===== config.mk =====
export PLATFORM = sky130hd
export DESIGN_NAME = http_request_line_parser_unit
export DESIGN_NICKNAME = d
export VERILOG_FILES = /design/src/hdl/hrlp_pkg.sv /design/src/hdl/hrlp_in_reg.sv /design/src/hdl/hrlp_core.sv /design/src/hdl/hrlp_out_reg.sv /design/src/hdl/http_request_line_parser_unit.sv
export SDC_FILE = /design/constraint.sdc
export NUM_CORES = 1
export LEC_CHECK = 0
export BUFFER_PORTS_ARGS = -buffer_cell sky130_fd_sc_hd__buf_4
export CAP_MARGIN = 20
export CORE_ASPECT_RATIO = 1.2
export CORE_MARGIN = 2
export CORE_UTILIZATION = 40
export CTS_CLUSTER_SIZE = 14
export DETAILED_ROUTE_END_ITERATION = 8
export SETUP_SLACK_MARGIN = 0.2
export SYNTH_ARGS = -nofsm -noshare
export SYNTH_HDL_FRONTEND = slang
export SYNTH_SLANG_ARGS = --single-unit

===== constraint.sdc =====
create_clock -name clk -period 9 [get_ports clk]
set_input_delay 1.8 -clock clk [delete_from_list [all_inputs] [get_ports clk]]
set_output_delay 1.8 -clock clk [all_outputs]
set_load 0.02 [all_outputs]

===== src/hdl/hrlp_pkg.sv =====
// Shared types, codes and constants for the HTTP request-line parser.
`timescale 1ns / 1ps
package hrlp_pkg;

  localparam logic [6:0] METHOD_LIMIT = 7'd64;
  localparam logic [8:0] PATH_LIMIT   = 9'd256;

  localparam logic [7:0] CH_NUL   = 8'h00;
  localparam logic [7:0] CH_SPACE = 8'h20;
  localparam logic [7:0] CH_SLASH = 8'h2F;
  localparam logic [7:0] CH_DOT   = 8'h2E;
  localparam logic [7:0] CH_CR    = 8'h0D;
  localparam logic [7:0] CH_LF    = 8'h0A;
  localparam logic [7:0] CH_ZERO  = 8'd48;

  localparam logic [1:0] KIND_NONE    = 2'd0;
  localparam logic [1:0] KIND_PATH    = 2'd1;
  localparam logic [1:0] KIND_VARIANT = 2'd2;
  localparam logic [1:0] KIND_VERDICT = 2'd3;

  localparam logic [2:0] ST_OK          = 3'd0;
  localparam logic [2:0] ST_NO_DELIM    = 3'd1;
  localparam logic [2:0] ST_METHOD_LONG = 3'd2;
  localparam logic [2:0] ST_BAD_METHOD  = 3'd3;
  localparam logic [2:0] ST_BAD_VERSION = 3'd4;

  // method names, first character in the low byte
  localparam logic [63:0] NAME_TAB [8] = '{
    {40'd0, "TEG"},
    {32'd0, "TSOP"},
    {40'd0, "TUP"},
    {32'd0, "DAEH"},
    {8'd0,  "TCENNOC"},
    {16'd0, "ETELED"},
    {8'd0,  "SNOITPO"},
    {24'd0, "HCTAP"}
  };
  localparam logic [6:0] NAME_LEN [8] = '{7'd3, 7'd4, 7'd3, 7'd4, 7'd7, 7'd6, 7'd7, 7'd5};

  typedef enum logic [4:0] {
    PH_METHOD  = 5'b00001,
    PH_PATH    = 5'b00010,
    PH_VARIANT = 5'b00100,
    PH_VERSION = 5'b01000,
    PH_DONE    = 5'b10000
  } phase_t;

  typedef struct packed {
    logic [7:0] data_byte;
    logic       restart;
  } beat_t;

  typedef struct packed {
    logic [1:0] kind;
    logic [7:0] data_byte;
    logic [2:0] status;
    logic [2:0] method;
    logic [6:0] version_major;
    logic [6:0] version_minor;
  } res_t;

endpackage


===== src/hdl/hrlp_in_reg.sv =====
// Input register stage of the request-line parser.
`timescale 1ns / 1ps
module hrlp_in_reg
  import hrlp_pkg::*;
(
  input  logic  clk,
  input  logic  rst_n,
  input  logic  in_valid,
  input  beat_t in_beat,
  output logic  in_ready,
  input  logic  down_ready,
  output logic  s1_valid,
  output beat_t s1_beat
);

  logic  s1_valid_r;
  beat_t s1_beat_r;

  assign in_ready = !s1_valid_r || down_ready;
  assign s1_valid = s1_valid_r;
  assign s1_beat  = s1_beat_r;

  always_ff @(posedge clk) begin
    if (!rst_n) begin
      s1_valid_r <= 1'b0;
    end else if (in_ready) begin
      s1_valid_r <= in_valid;
    end
  end

  always_ff @(posedge clk) begin
    if (in_ready && in_valid) begin
      s1_beat_r <= in_beat;
    end
  end

endmodule


===== src/hdl/hrlp_core.sv =====
// Parser state and per-byte next-state and result logic.
`timescale 1ns / 1ps
module hrlp_core
  import hrlp_pkg::*;
(
  input  logic  clk,
  input  logic  rst_n,
  input  logic  adv,
  input  beat_t beat,
  output res_t  res
);

  phase_t          phase_r, phase_nxt;
  logic [7:0]      flags_r, flags_nxt;
  logic [6:0]      mlen_r, mlen_nxt;
  logic [8:0]      plen_r, plen_nxt;
  logic            over_r, over_nxt;
  logic [2:0][7:0] vch_r, vch_nxt;
  logic [1:0]      vcnt_r, vcnt_nxt;
  logic            crp_r, crp_nxt;
  logic            hit;
  logic [2:0]      hit_idx;
  logic [7:0]      b;
  logic [7:0]      flags_cur;
  logic [6:0]      mlen_cur;

  assign b = beat.data_byte;

  // match state as seen by this beat, after a restart if it carries one
  assign flags_cur = beat.restart ? 8'hFF : flags_r;
  assign mlen_cur  = beat.restart ? 7'd0 : mlen_r;

  // first surviving name whose length matches
  always_comb begin
    hit     = 1'b0;
    hit_idx = 3'd0;
    for (int i = 7; i >= 0; i--) begin
      if (flags_cur[i] && (mlen_cur == NAME_LEN[i])) begin
        hit     = 1'b1;
        hit_idx = 3'(i);
      end
    end
  end

  function automatic res_t verdict(input logic [2:0][7:0] vc, input logic [2:0] meth);
    res_t r;
    logic ok;
    r          = '0;
    r.kind     = KIND_VERDICT;
    ok         = (vc[0] >= CH_ZERO) && !vc[0][7];
    r.version_major = 7'(vc[0] - CH_ZERO);
    if (vc[1] == CH_DOT) begin
      if ((vc[2] >= CH_ZERO) && !vc[2][7]) begin
        r.version_minor = 7'(vc[2] - CH_ZERO);
      end else begin
        ok = 1'b0;
      end
    end
    if (ok) begin
      r.status = ST_OK;
      r.method = meth;
    end else begin
      r        = '0;
      r.kind   = KIND_VERDICT;
      r.status = ST_BAD_VERSION;
    end
    return r;
  endfunction

  always_comb begin
    logic go;
    phase_nxt = phase_r;
    flags_nxt = flags_r;
    mlen_nxt  = mlen_r;
    plen_nxt  = plen_r;
    over_nxt  = over_r;
    vch_nxt   = vch_r;
    vcnt_nxt  = vcnt_r;
    crp_nxt   = crp_r;
    go        = 1'b1;
    res       = '0;
    if (beat.restart) begin
      phase_nxt = PH_METHOD;
      flags_nxt = 8'hFF;
      mlen_nxt  = '0;
      plen_nxt  = '0;
      over_nxt  = 1'b0;
      vch_nxt   = '0;
      vcnt_nxt  = '0;
      crp_nxt   = 1'b0;
    end
    case (phase_nxt)
      PH_METHOD: begin
        if (b == CH_NUL) begin
          phase_nxt  = PH_DONE;
          res.kind   = KIND_VERDICT;
          res.status = ST_NO_DELIM;
        end else if (b == CH_SPACE) begin
          if (mlen_nxt >= METHOD_LIMIT) begin
            phase_nxt  = PH_DONE;
            res.kind   = KIND_VERDICT;
            res.status = ST_METHOD_LONG;
          end else if (!hit) begin
            phase_nxt  = PH_DONE;
            res.kind   = KIND_VERDICT;
            res.status = ST_BAD_METHOD;
          end else begin
            phase_nxt = PH_PATH;
          end
        end else begin
          for (int i = 0; i < 8; i++) begin
            if (!((mlen_nxt < 7'd8) &&
                  (NAME_TAB[i][{mlen_nxt[2:0], 3'b000} +: 8] == b))) begin
              flags_nxt[i] = 1'b0;
            end
          end
          if (mlen_nxt != 7'd127) begin
            mlen_nxt = mlen_nxt + 7'd1;
          end
        end
      end
      PH_PATH: begin
        if (b == CH_NUL) begin
          phase_nxt  = PH_DONE;
          res.kind   = KIND_VERDICT;
          res.status = ST_NO_DELIM;
        end else if (b == CH_SPACE) begin
          if (over_nxt) begin
            phase_nxt  = PH_DONE;
            res.kind   = KIND_VERDICT;
            res.status = ST_BAD_METHOD;
          end else begin
            phase_nxt = PH_VARIANT;
          end
        end else begin
          if (plen_nxt != 9'd511) begin
            plen_nxt = plen_nxt + 9'd1;
          end
          if (plen_nxt >= PATH_LIMIT) begin
            over_nxt = 1'b1;
          end
          res.kind      = KIND_PATH;
          res.data_byte = b;
        end
      end
      PH_VARIANT: begin
        if (b == CH_NUL) begin
          phase_nxt  = PH_DONE;
          res.kind   = KIND_VERDICT;
          res.status = ST_NO_DELIM;
        end else if (b == CH_SLASH) begin
          phase_nxt = PH_VERSION;
        end else begin
          res.kind      = KIND_VARIANT;
          res.data_byte = b;
        end
      end
      PH_VERSION: begin
        if (crp_nxt) begin
          crp_nxt = 1'b0;
          if (b == CH_LF) begin
            phase_nxt = PH_DONE;
            res       = verdict(vch_nxt, hit_idx);
            go        = 1'b0;
          end else if (vcnt_nxt != 2'd3) begin
            // lone CR counts as a version character
            vch_nxt[vcnt_nxt] = CH_CR;
            vcnt_nxt = vcnt_nxt + 2'd1;
          end
        end
        if (go) begin
          if (b == CH_NUL) begin
            phase_nxt  = PH_DONE;
            res.kind   = KIND_VERDICT;
            res.status = ST_BAD_VERSION;
          end else if (b == CH_SPACE) begin
            phase_nxt = PH_DONE;
            res       = verdict(vch_nxt, hit_idx);
          end else if (b == CH_CR) begin
            crp_nxt = 1'b1;
          end else if (vcnt_nxt != 2'd3) begin
            vch_nxt[vcnt_nxt] = b;
            vcnt_nxt = vcnt_nxt + 2'd1;
          end
        end
      end
      default: begin
      end
    endcase
  end

  always_ff @(posedge clk) begin
    if (!rst_n) begin
      phase_r <= PH_METHOD;
      flags_r <= 8'hFF;
      mlen_r  <= '0;
      plen_r  <= '0;
      over_r  <= 1'b0;
      vch_r   <= '0;
      vcnt_r  <= '0;
      crp_r   <= 1'b0;
    end else if (adv) begin
      phase_r <= phase_nxt;
      flags_r <= flags_nxt;
      mlen_r  <= mlen_nxt;
      plen_r  <= plen_nxt;
      over_r  <= over_nxt;
      vch_r   <= vch_nxt;
      vcnt_r  <= vcnt_nxt;
      crp_r   <= crp_nxt;
    end
  end

endmodule


===== src/hdl/hrlp_out_reg.sv =====
// Result register stage of the request-line parser.
`timescale 1ns / 1ps
module hrlp_out_reg
  import hrlp_pkg::*;
(
  input  logic clk,
  input  logic rst_n,
  input  logic s1_valid,
  input  res_t res,
  output logic up_ready,
  output logic out_valid,
  input  logic out_stall,
  output res_t out_res
);

  logic out_valid_r;
  res_t out_res_r;

  assign up_ready  = !out_valid_r || !out_stall;
  assign out_valid = out_valid_r;
  assign out_res   = out_res_r;

  always_ff @(posedge clk) begin
    if (!rst_n) begin
      out_valid_r <= 1'b0;
    end else if (up_ready) begin
      out_valid_r <= s1_valid;
    end
  end

  always_ff @(posedge clk) begin
    if (up_ready && s1_valid) begin
      out_res_r <= res;
    end
  end

endmodule


===== src/hdl/http_request_line_parser_unit.sv =====
// Path: a beat accepted into the input register passes the core logic and is
// captured in the result register, which drives the result ports. Throughput:
// one byte per cycle while out_stall is low; the phase update and name
// compares fit in the single stage between the input and result registers.
// Exactly one result beat per input beat (kind none when nothing to report).
// Reset (synchronous, rst_n low) empties both stages and returns the parser
// to the method phase with all names still matching.
`timescale 1ns / 1ps
module http_request_line_parser_unit
  import hrlp_pkg::*;
(
  input  logic       clk,
  input  logic       rst_n,
  input  logic       in_valid,
  output logic       in_stall,
  input  logic [7:0] in_data_byte,
  input  logic       in_restart,
  output logic       out_valid,
  input  logic       out_stall,
  output logic [1:0] out_kind,
  output logic [7:0] out_byte,
  output logic [2:0] out_status,
  output logic [2:0] out_method,
  output logic [6:0] out_version_major,
  output logic [6:0] out_version_minor
);

  beat_t in_beat, s1_beat;
  logic  in_ready, s1_valid, down_ready;
  res_t  res, out_res;

  assign in_beat.data_byte = in_data_byte;
  assign in_beat.restart   = in_restart;
  assign in_stall          = !in_ready;

  hrlp_in_reg u_in_reg (
    .clk        (clk),
    .rst_n      (rst_n),
    .in_valid   (in_valid),
    .in_beat    (in_beat),
    .in_ready   (in_ready),
    .down_ready (down_ready),
    .s1_valid   (s1_valid),
    .s1_beat    (s1_beat)
  );

  hrlp_core u_core (
    .clk   (clk),
    .rst_n (rst_n),
    .adv   (s1_valid && down_ready),
    .beat  (s1_beat),
    .res   (res)
  );

  hrlp_out_reg u_out_reg (
    .clk       (clk),
    .rst_n     (rst_n),
    .s1_valid  (s1_valid),
    .res       (res),
    .up_ready  (down_ready),
    .out_valid (out_valid),
    .out_stall (out_stall),
    .out_res   (out_res)
  );

  assign out_kind          = out_res.kind;
  assign out_byte          = out_res.data_byte;
  assign out_status        = out_res.status;
  assign out_method        = out_res.method;
  assign out_version_major = out_res.version_major;
  assign out_version_minor = out_res.version_minor;

endmodule

==> results.json, run 1 <==
{
  "status": "finished clean",
  "totalWireLength_mm": 16.3,
  "antenna_found_initial": 0,
  "rows": 48,
  "cts_setup_buffers": 0,
  "hold_path.class": "reg -> reg",
  "ys.warnings.count": 0,
  "grt_pass1_wl_mm": 26.2,
  "ctsHoldBuffers": 0,
  "cp.arrival_ns": 2.28,
  "clockBufferDepth": 2,
  "critical-path-slowest-cell": "and3_1",
  "synth_cells": 689,
  "synth_edf_count": 39,
  "layout.nets": 732,
  "dieArea_mm2": 0.0155,
  "rrSetupSlack_ns": 5.15,
  "synth_area_mm2": 0.00579,
  "dp_hpwl_mm": 11.4,
  "drv_slew": 0,
  "drive_gt1_share_pct": 13.1,
  "yosysSeqAreaShare_pct": 40.6,
  "hold_violations": 0,
  "vias": 5324,
  "tightest_slew_ns": 1.08,
  "crit_chain": "buf_4, and3_1, buf_4",
  "cts_resized": 0,
  "place.gp.congestion": 0.931,
  "grt_start_max_net_pins": 47,
  "finClkSkew_ns": 0.0118,
  "setup_viol": 0,
  "cts_root_buf": "clkbuf_16",
  "crit_end": "in_stall",
  "port_buffers": 44,
  "power_leakage_nw": 2.38,
  "mostFrequentLayoutCells": "nand2_1 (72), nor2_1 (69), dfxtp_1 (59)",
  "start_util_pct": 40.5,
  "routed_via_density": 6.01,
  "die_w_um": 114,
  "ys_ff_latch": 98,
  "vdd_drop_max_mv": 0.0657,
  "syn_to_final_growth_pct": 12.9,
  "cp_common_cell": "buf_4",
  "grt-ovfl-total": 0,
  "clkSinkCount": 98,
  "clock_latency_ns": 0.35,
  "antenna_cells": 0,
  "synth_fp_nets": 715,
  "min_period_ns": 4.08,
  "cp_data_required_time_ns": 7.20,
  "synthDistinctLibCells": 76,
  "rsz0062_at_grt": "false",
  "setup_tns_ns": 0,
  "grt_use_total_pct": 21.6,
  "drc": 0,
  "fillers": 1400,
  "fmax_mhz": 245,
  "wl_per_cell_um": 18.4,
  "clkTransAtPathRegs_ns": 0.07,
  "cap_violations": 0,
  "r2r_end": "u_out_reg.out_res[2]",
  "path_class": "in -> out",
  "cp-startpoint": "out_stall",
  "finalCritPeriodShare_pct": 45.3,
  "p_per_area_mw_per_mm2": 149,
  "drt_pass1_iterations": 5,
  "drtIter0Drc": 445,
  "final_common_cell": "nand2_1",
  "worst_hold_slack_ns": 0.462,
  "core_area_mm2": 0.0143,
  "die-height_um": 136,
  "p_total_mw": 0.977,
  "syn_avg_cell_area_um2": 8.41,
  "cpPeakStageDelay_ns": 0.20,
  "grt_pass1_vias": 5152,
  "end_kind": "output pin",
  "slew-limit-headroom_pct": 27.8,
  "ioPinCount": 45,
  "synthFlopType": "dfxtp_1",
  "drtAntennaViolNets": 0,
  "reg2regPathDepth": 10,
  "cp-start-kind": "input pin",
  "critPathMaxFanout": 3,
  "cts_tree": "built",
  "cts_made_buffers": 9,
  "postSynth.asyncResetShare_pct": 0,
  "htree_num_levels": 3,
  "r2r-start": "u_in_reg.s1_beat[6]"
}
final cells by class:
class / count / area (um2) / share of cell area [%]
Multi-Input combinational cell: 526 / 3190 / 48.8
Clock inverter: 7 / 75.1 / 1.15
Timing Repair Buffer: 56 / 420 / 6.43
Inverter: 15 / 56.3 / 0.861
Sequential cell: 98 / 2350 / 36.0
Clock buffer: 9 / 225 / 3.44
Tap cell: 175 / 219 / 3.35
synth_stat cells, drive strengths merged (7+ instances only):
library cell / count / area share [%]
o31ai: 9 / 1.3
nor4: 12 / 1.5
nand2: 73 / 4.8
edfxtp: 39 / 20
clkbuf: 43 / 2.8
o21ai: 62 / 5.8
inv: 14 / 0.91
o21a: 8 / 1.0
xnor2: 8 / 1.2
nor3: 29 / 2.8
dfxtp: 59 / 20
nor2: 70 / 4.6
a31oi: 11 / 1.2
ha: 13 / 2.8
or3: 7 / 0.76
xor2: 14 / 2.1
a21oi: 42 / 3.7
nor2b: 17 / 1.8
buf: 7 / 0.54
a22o: 11 / 1.7
nand3: 19 / 1.6
nand4: 7 / 0.76
and3: 10 / 1.1
and2: 13 / 1.4
critical path, delay by kind of cell:
family / cells / cell delay (ns)
buffers and inverters: 2 / 0.28
AND/OR/NAND/NOR: 1 / 0.20
flip-flops by register name, indices dropped and copies added (netlist names):
| name | cells |
|---|---|
| u_core.over_r | 1 |
| u_core.vch_r | 24 |
| u_core.plen_r | 9 |
| u_core.mlen_r | 7 |
| u_out_reg.out_valid | 1 |
| u_core.vcnt_r | 2 |
| u_core.flags_r | 8 |
| u_in_reg.s1_beat | 9 |
| u_out_reg.out_res | 30 |
| u_core.phase_r | 5 |
| u_core.crp_r | 1 |
| u_in_reg.s1_valid | 1 |
per-layer routing:
metal	up-vias	global-route usage [%]	routed length, um
met5	-	0	0
met3	34	3.88	966
met2	196	36.5	7980
met1	2532	26.9	6890
li1	2562	-	-
met4	0	9.55	500
through the flow:
step / area, um2 / std cells / setup WS (ns) / util [%]
global route: 6540 / 886 / 4.91 / 45.7
finish: 6540 / 886 / 4.92 / 45.7
floorplan: 5790 / 689 / 4.89 / -
global placement: 6240 / 870 / 4.94 / 43.6
CTS: 6540 / 886 / 4.92 / 45.7
detailed placement: 6240 / 870 / 4.93 / 43.6
how the worst min path moves through the flow:
stage,startpoint,endpoint,slack [ns],depth (start not counted)
floorplan,u_core.vch_r[11],u_core.vch_r[11],0.43,2
global placement,u_core.vch_r[11],u_core.vch_r[11],0.44,2
detailed placement,u_core.vch_r[13],u_core.vch_r[13],0.45,1
CTS,u_core.vch_r[0],u_core.vch_r[0],0.46,2
global route,u_core.vch_r[13],u_core.vch_r[13],0.49,1
finish,u_core.vch_r[11],u_core.vch_r[11],0.46,2
report_power, final:
| part | switching [mW] | internal [mW] | total, mW | leakage [nW] |
|---|---|---|---|---|
| Combinational | 0.0645 | 0.0319 | 0.0964 | 1.40 |
| Sequential | 0.00823 | 0.473 | 0.481 | 0.838 |
| Clock | 0.181 | 0.219 | 0.399 | 0.151 |
cells by family after synthesis:
logic type      after synthesis  share of synthesized area, %
mux                           7                          1.23
compound gates              202                          23.1
simple gates                282                          24.6
xor+xnor                     22                          3.33
fa+ha+maj                    13                          2.81
flops                        98                          40.6
buf+inv                      65                          4.32
No activity file was read; power rests on OpenSTA's default activity.
==> run 2, diff against run 1 <==
- clock period: 9 -> 3.95 ns (I/O delays scaled with it)
==> results.json, run 2 (synthesized netlist as in run 1, its figures left out) <==
{
  "status": "finished clean",
  "start_util_pct": 40.5,
  "critPathMaxFanout": 6,
  "clockBufferDepth": 2,
  "p_per_area_mw_per_mm2": 332,
  "stdcell_area_mm2": 0.00659,
  "drv_slew": 0,
  "wl_per_cell_um": 18.9,
  "drtAntennaViolNets": 0,
  "mostFrequentLayoutCells": "nand2_1 (72), nor2_1 (69), buf_4 (64)",
  "place.gp.congestion": 0.902,
  "finClkSkew_ns": 0.00756,
  "cp.depth": 10,
  "grt_start_max_net_pins": 29,
  "cp_common_cell": "o21a_1",
  "final_common_cell": "nand2_1",
  "cp.arrival_ns": 3.55,
  "die-height_um": 136,
  "power_leakage_nw": 2.42,
  "totalWireLength_mm": 16.9,
  "vias": 5387,
  "end_kind": "flop",
  "cts_root_buf": "clkbuf_16",
  "htree_num_levels": 3,
  "dieArea_mm2": 0.0155,
  "utilization_pct": 46.1,
  "crit_chain": "or4_4, o21a_1, a21oi_1, and2_1, ha_1, o32ai_1, a221oi_2, nand2_2, nor4_2, o21a_1",
  "antenna_cells": 0,
  "core_area_mm2": 0.0143,
  "drtIter0Drc": 471,
  "die_w_um": 114,
  "min_period_ns": 3.34,
  "path_class": "reg -> reg",
  "dp_hpwl_mm": 12.0,
  "syn_to_final_growth_pct": 13.8,
  "setup_tns_ns": 0,
  "hold_path.class": "reg -> reg",
  "grt-ovfl-total": 0,
  "antenna_found_initial": 0,
  "setup_viol": 0,
  "critical-path-slowest-cell": "or4_4",
  "cap_violations": 0,
  "worst_hold_slack_ns": 0.471,
  "ioPinCount": 45,
  "clkSinkCount": 98,
  "fmax_mhz": 300,
  "grt_use_total_pct": 22.0,
  "cp_data_required_time_ns": 4.16,
  "path_delay_family": "simple AND/OR/NAND/NOR gates",
  "cts_resized": 0,
  "routed_via_density": 6.03,
  "cp.buffers_inverters": 0,
  "grt_pass1_wl_mm": 26.9,
  "layout.nets": 740,
  "ctsHoldBuffers": 0,
  "drc": 0,
  "rsz0062_at_grt": "false",
  "tightest_slew_ns": 1.12,
  "drive_gt1_share_pct": 13.8,
  "cts_made_buffers": 9,
  "grt_pass1_vias": 5304,
  "rows": 48,
  "slew-limit-headroom_pct": 24.9,
  "drt_pass1_iterations": 5,
  "clock_latency_ns": 0.35,
  "cts_setup_buffers": 0,
  "whs_path_depth": 2,
  "placed_area_mm2": 0.00630,
  "reg2regPathDepth": 10,
  "cp-start-kind": "flop",
  "cts_tree": "built",
  "finalCritPeriodShare_pct": 84.4,
  "clkTransAtPathRegs_ns": 0.07,
  "p_total_mw": 2.19,
  "vdd_drop_max_mv": 0.177,
  "largest_register_ff_count": 30,
  "port_buffers": 44,
  "cpPeakStageDelay_ns": 0.60,
  "hold_violations": 0
}
-- run 2: cell count changes in the layout (fill, tap and decap cells not counted), sizes merged --
| cell | before | now |
|---|---|---|
| inv | 18 | 15 |
| clkbuf | 9 | 13 |
| bufinv | 1 | 0 |
| buf | 56 | 64 |
-- run 2: final timing paths --
check / slack (ns) / endpoint / start
worst max-delay path: 0.61 / u_out_reg.out_res[2] / u_in_reg.s1_beat[7]
worst min-delay path: 0.47 / u_core.vch_r[8] / u_core.vch_r[8]
worst max register to register: 0.61 / u_out_reg.out_res[2] / u_in_reg.s1_beat[7]
worst min register to register: 0.47 / u_core.vch_r[8] / u_core.vch_r[8]
-- run 2: metrics by stage --
step,instances,worst slack [ns]
detailed placement,878,0.683
finish,894,0.615
floorplan,689,0.829
global route,894,0.352
global placement,878,0.807
CTS,894,0.638
-- run 2: power by group --
| group | switching, mW | internal [mW] |
|---|---|---|
| registers | 0.0188 | 1.08 |
| logic | 0.152 | 0.0752 |
| clock network | 0.381 | 0.484 |
-- run 2: worst reg2reg max path: stages (launching register included) --
cell      delay, ns
edfxtp_1       0.39
or4_4          0.60
o21a_1         0.23
a21oi_1        0.34
and2_1         0.19
ha_1           0.19
o32ai_1        0.11
a221oi_2       0.41
nand2_2        0.18
nor4_2         0.39
o21a_1         0.17
-- run 2: area by class of cell --
| cell class | count | area (um2) |
|---|---|---|
| clock buffers | 13 | 272 |
| multi-input cells | 526 | 3190 |
| repair buffers | 64 | 480 |
| inverters | 15 | 56.3 |
| well taps | 175 | 219 |
| flip-flops and latches | 98 | 2350 |
| clock inverters | 3 | 20.0 |
| fillers | 1399 | 7700 |
-- run 2: metal layers --
metal	share of wire (%)	wire length (um)	track usage [%]
met4	2.4	410	10.8
met1	43	7240	26.5
met3	5.5	937	3.03
met2	49	8350	38.6
met5	0	0	0
==> run 3, diff against run 2 <==
- clock period: 3.95 -> 3.5 ns (I/O delays scaled with it)
==> results.json, run 3 (synthesized netlist as in run 1, its figures left out) <==
{
  "place.gp.congestion": 0.932,
  "slew-limit-headroom_pct": 28.5,
  "layout.cells.non_filler": 901,
  "status": "finished clean",
  "layout.nets": 747,
  "crit_chain": "or4_4, o21a_1, buf_4, nand2_2, and2_1, ha_1, a311oi_1, a221oi_2, nand2_2, or3_1, o21ai_1",
  "p_per_area_mw_per_mm2": 367,
  "clkSinkCount": 98,
  "setup_viol": 0,
  "vdd_drop_max_mv": 0.201,
  "critical-path-slowest-cell": "or4_4",
  "path_class": "reg -> reg",
  "clkPwrFrac_pct": 38.7,
  "die_w_um": 114,
  "wl_per_cell_um": 18.4,
  "cts_tree": "built",
  "cts_made_buffers": 9,
  "routed_via_density": 5.99,
  "ioPinCount": 45,
  "pwr-share-comb_pct": 10.7,
  "drc": 0,
  "grt_start_max_net_pins": 27,
  "min_period_ns": 3.15,
  "totalWireLength_mm": 16.6,
  "cp-start-kind": "flop",
  "die-height_um": 136,
  "finalCritPeriodShare_pct": 90.1,
  "setup_tns_ns": 0,
  "cp.arrival_ns": 3.36,
  "core_area_mm2": 0.0143,
  "drive_gt1_share_pct": 15.2,
  "swShare_pct": 26.6,
  "rrSetupSlack_ns": 0.35,
  "hold_path.class": "reg -> reg",
  "port_buffers": 44,
  "hold_violations": 0,
  "dp_hpwl_mm": 11.8,
  "vias": 5395,
  "htree_num_levels": 3,
  "antenna_found_initial": 0,
  "grt-ovfl-total": 0,
  "cp_data_required_time_ns": 3.70,
  "grt_use_total_pct": 21.8,
  "p_total_mw": 2.45,
  "cpPeakStageDelay_ns": 0.59,
  "mostFrequentLayoutCells": "nand2_1 (71), buf_4 (71), nor2_1 (69)",
  "critPathMaxFanout": 8,
  "crit_end": "u_out_reg.out_res[10]",
  "drtIter0Drc": 472,
  "drtAntennaViolNets": 0,
  "cp-startpoint": "u_in_reg.s1_beat[7]",
  "tightest_slew_ns": 1.06,
  "rows": 48,
  "clock_latency_ns": 0.35,
  "r2r_end": "u_out_reg.out_res[10]",
  "start_util_pct": 40.5,
  "cts_root_buf": "clkbuf_16",
  "cap_violations": 0,
  "cp_common_cell": "nand2_2",
  "pwr-share-seq_pct": 50.6,
  "end_kind": "flop",
  "drv_slew": 0,
  "finClkSkew_ns": 0.00848,
  "p_int_mw": 1.79,
  "fmax_mhz": 317,
  "p_sw_mw": 0.652,
  "antenna_cells": 0,
  "grt_pass1_wl_mm": 26.5,
  "reg2regPathDepth": 11,
  "power_leakage_nw": 2.45,
  "cts_resized": 0,
  "dp_cells": 885,
  "ctsHoldBuffers": 0,
  "rsz0062_at_grt": "false",
  "grt_pass1_vias": 5262,
  "dieArea_mm2": 0.0155,
  "clockBufferDepth": 2,
  "drt_pass1_iterations": 5,
  "cts_setup_buffers": 0,
  "r2r-start": "u_in_reg.s1_beat[7]",
  "clkTransAtPathRegs_ns": 0.07,
  "syn_to_final_growth_pct": 15.0,
  "largest_register_ff_count": 30
}
[run 3: changes by cell type in the layout (fill, tap and decap cells not counted), moves of 2 or more]
cell	previous run	this run
clkinv_1	1	3
clkbuf_1	2	0
inv_6	0	2
buf_4	64	71
[run 3: metrics by stage]
stage / setup slack [ns] / hold WS (ns) / area [um2] / util [%]
after floorplan: 0.379 / 0.428 / 5790 / -
after global placement: 0.450 / 0.439 / 6350 / 44.4
after detailed placement: 0.366 / 0.453 / 6350 / 44.4
after CTS: 0.333 / 0.467 / 6630 / 46.4
after global routing: 0.185 / 0.492 / 6660 / 46.6
final: 0.348 / 0.465 / 6660 / 46.6
[run 3: per-layer routing]
metal	track usage (%)	share of wire, %	vias to the layer above	wire length, um
li1	-	-	2595	-
met5	0	0	-	0
met2	36.6	48	195	7990
met3	3.92	5.4	42	891
met1	26.6	43	2563	7140
met4	11.5	3.5	0	582
[run 3: final cells by class]
| cell class | instances | area [um2] |
|---|---|---|
| Fill cell | 1377 | 7630 |
| Inverter | 15 | 56.3 |
| Multi-Input combinational cell | 526 | 3220 |
| Timing Repair Buffer | 71 | 533 |
| Tap cell | 175 | 219 |
| Sequential cell | 98 | 2350 |
| Clock buffer | 9 | 225 |
| Clock inverter | 7 | 52.6 |
[run 3: how the worst min path moves through the flow]
stage                  endpoint             start  cells after the start  slack, ns
2_1_floorplan  u_core.vch_r[11]  u_core.vch_r[11]                      2       0.43
3_3_place_gp   u_core.vch_r[11]  u_core.vch_r[11]                      2       0.44
3_5_place_dp   u_core.vch_r[13]  u_core.vch_r[13]                      1       0.45
4_1_cts         u_core.vch_r[3]   u_core.vch_r[3]                      2       0.47
5_1_grt         u_core.vch_r[8]   u_core.vch_r[8]                      2       0.49
6_report        u_core.vch_r[3]   u_core.vch_r[3]                      2       0.46
[run 3: power groups by stage]
stage	clock network, mW	logic (mW)	registers, mW
final	0.947	0.262	1.24
after global routing	1.01	0.284	1.24
after CTS	0.959	0.259	1.24
after detailed placement	0	0.259	1.26
after global placement	0	0.256	1.26
after floorplan	0	0.140	1.28
[run 3: critical path, delay by kind of cell, from the launching register on]
kind / cells / cell delay (ns)
AOI/OAI and AO/OA: 4 / 0.82
adders and majority gates: 1 / 0.17
DFF: 1 / 0.39
buffers and inverters: 1 / 0.17
and+or+nand+nor: 5 / 1.45
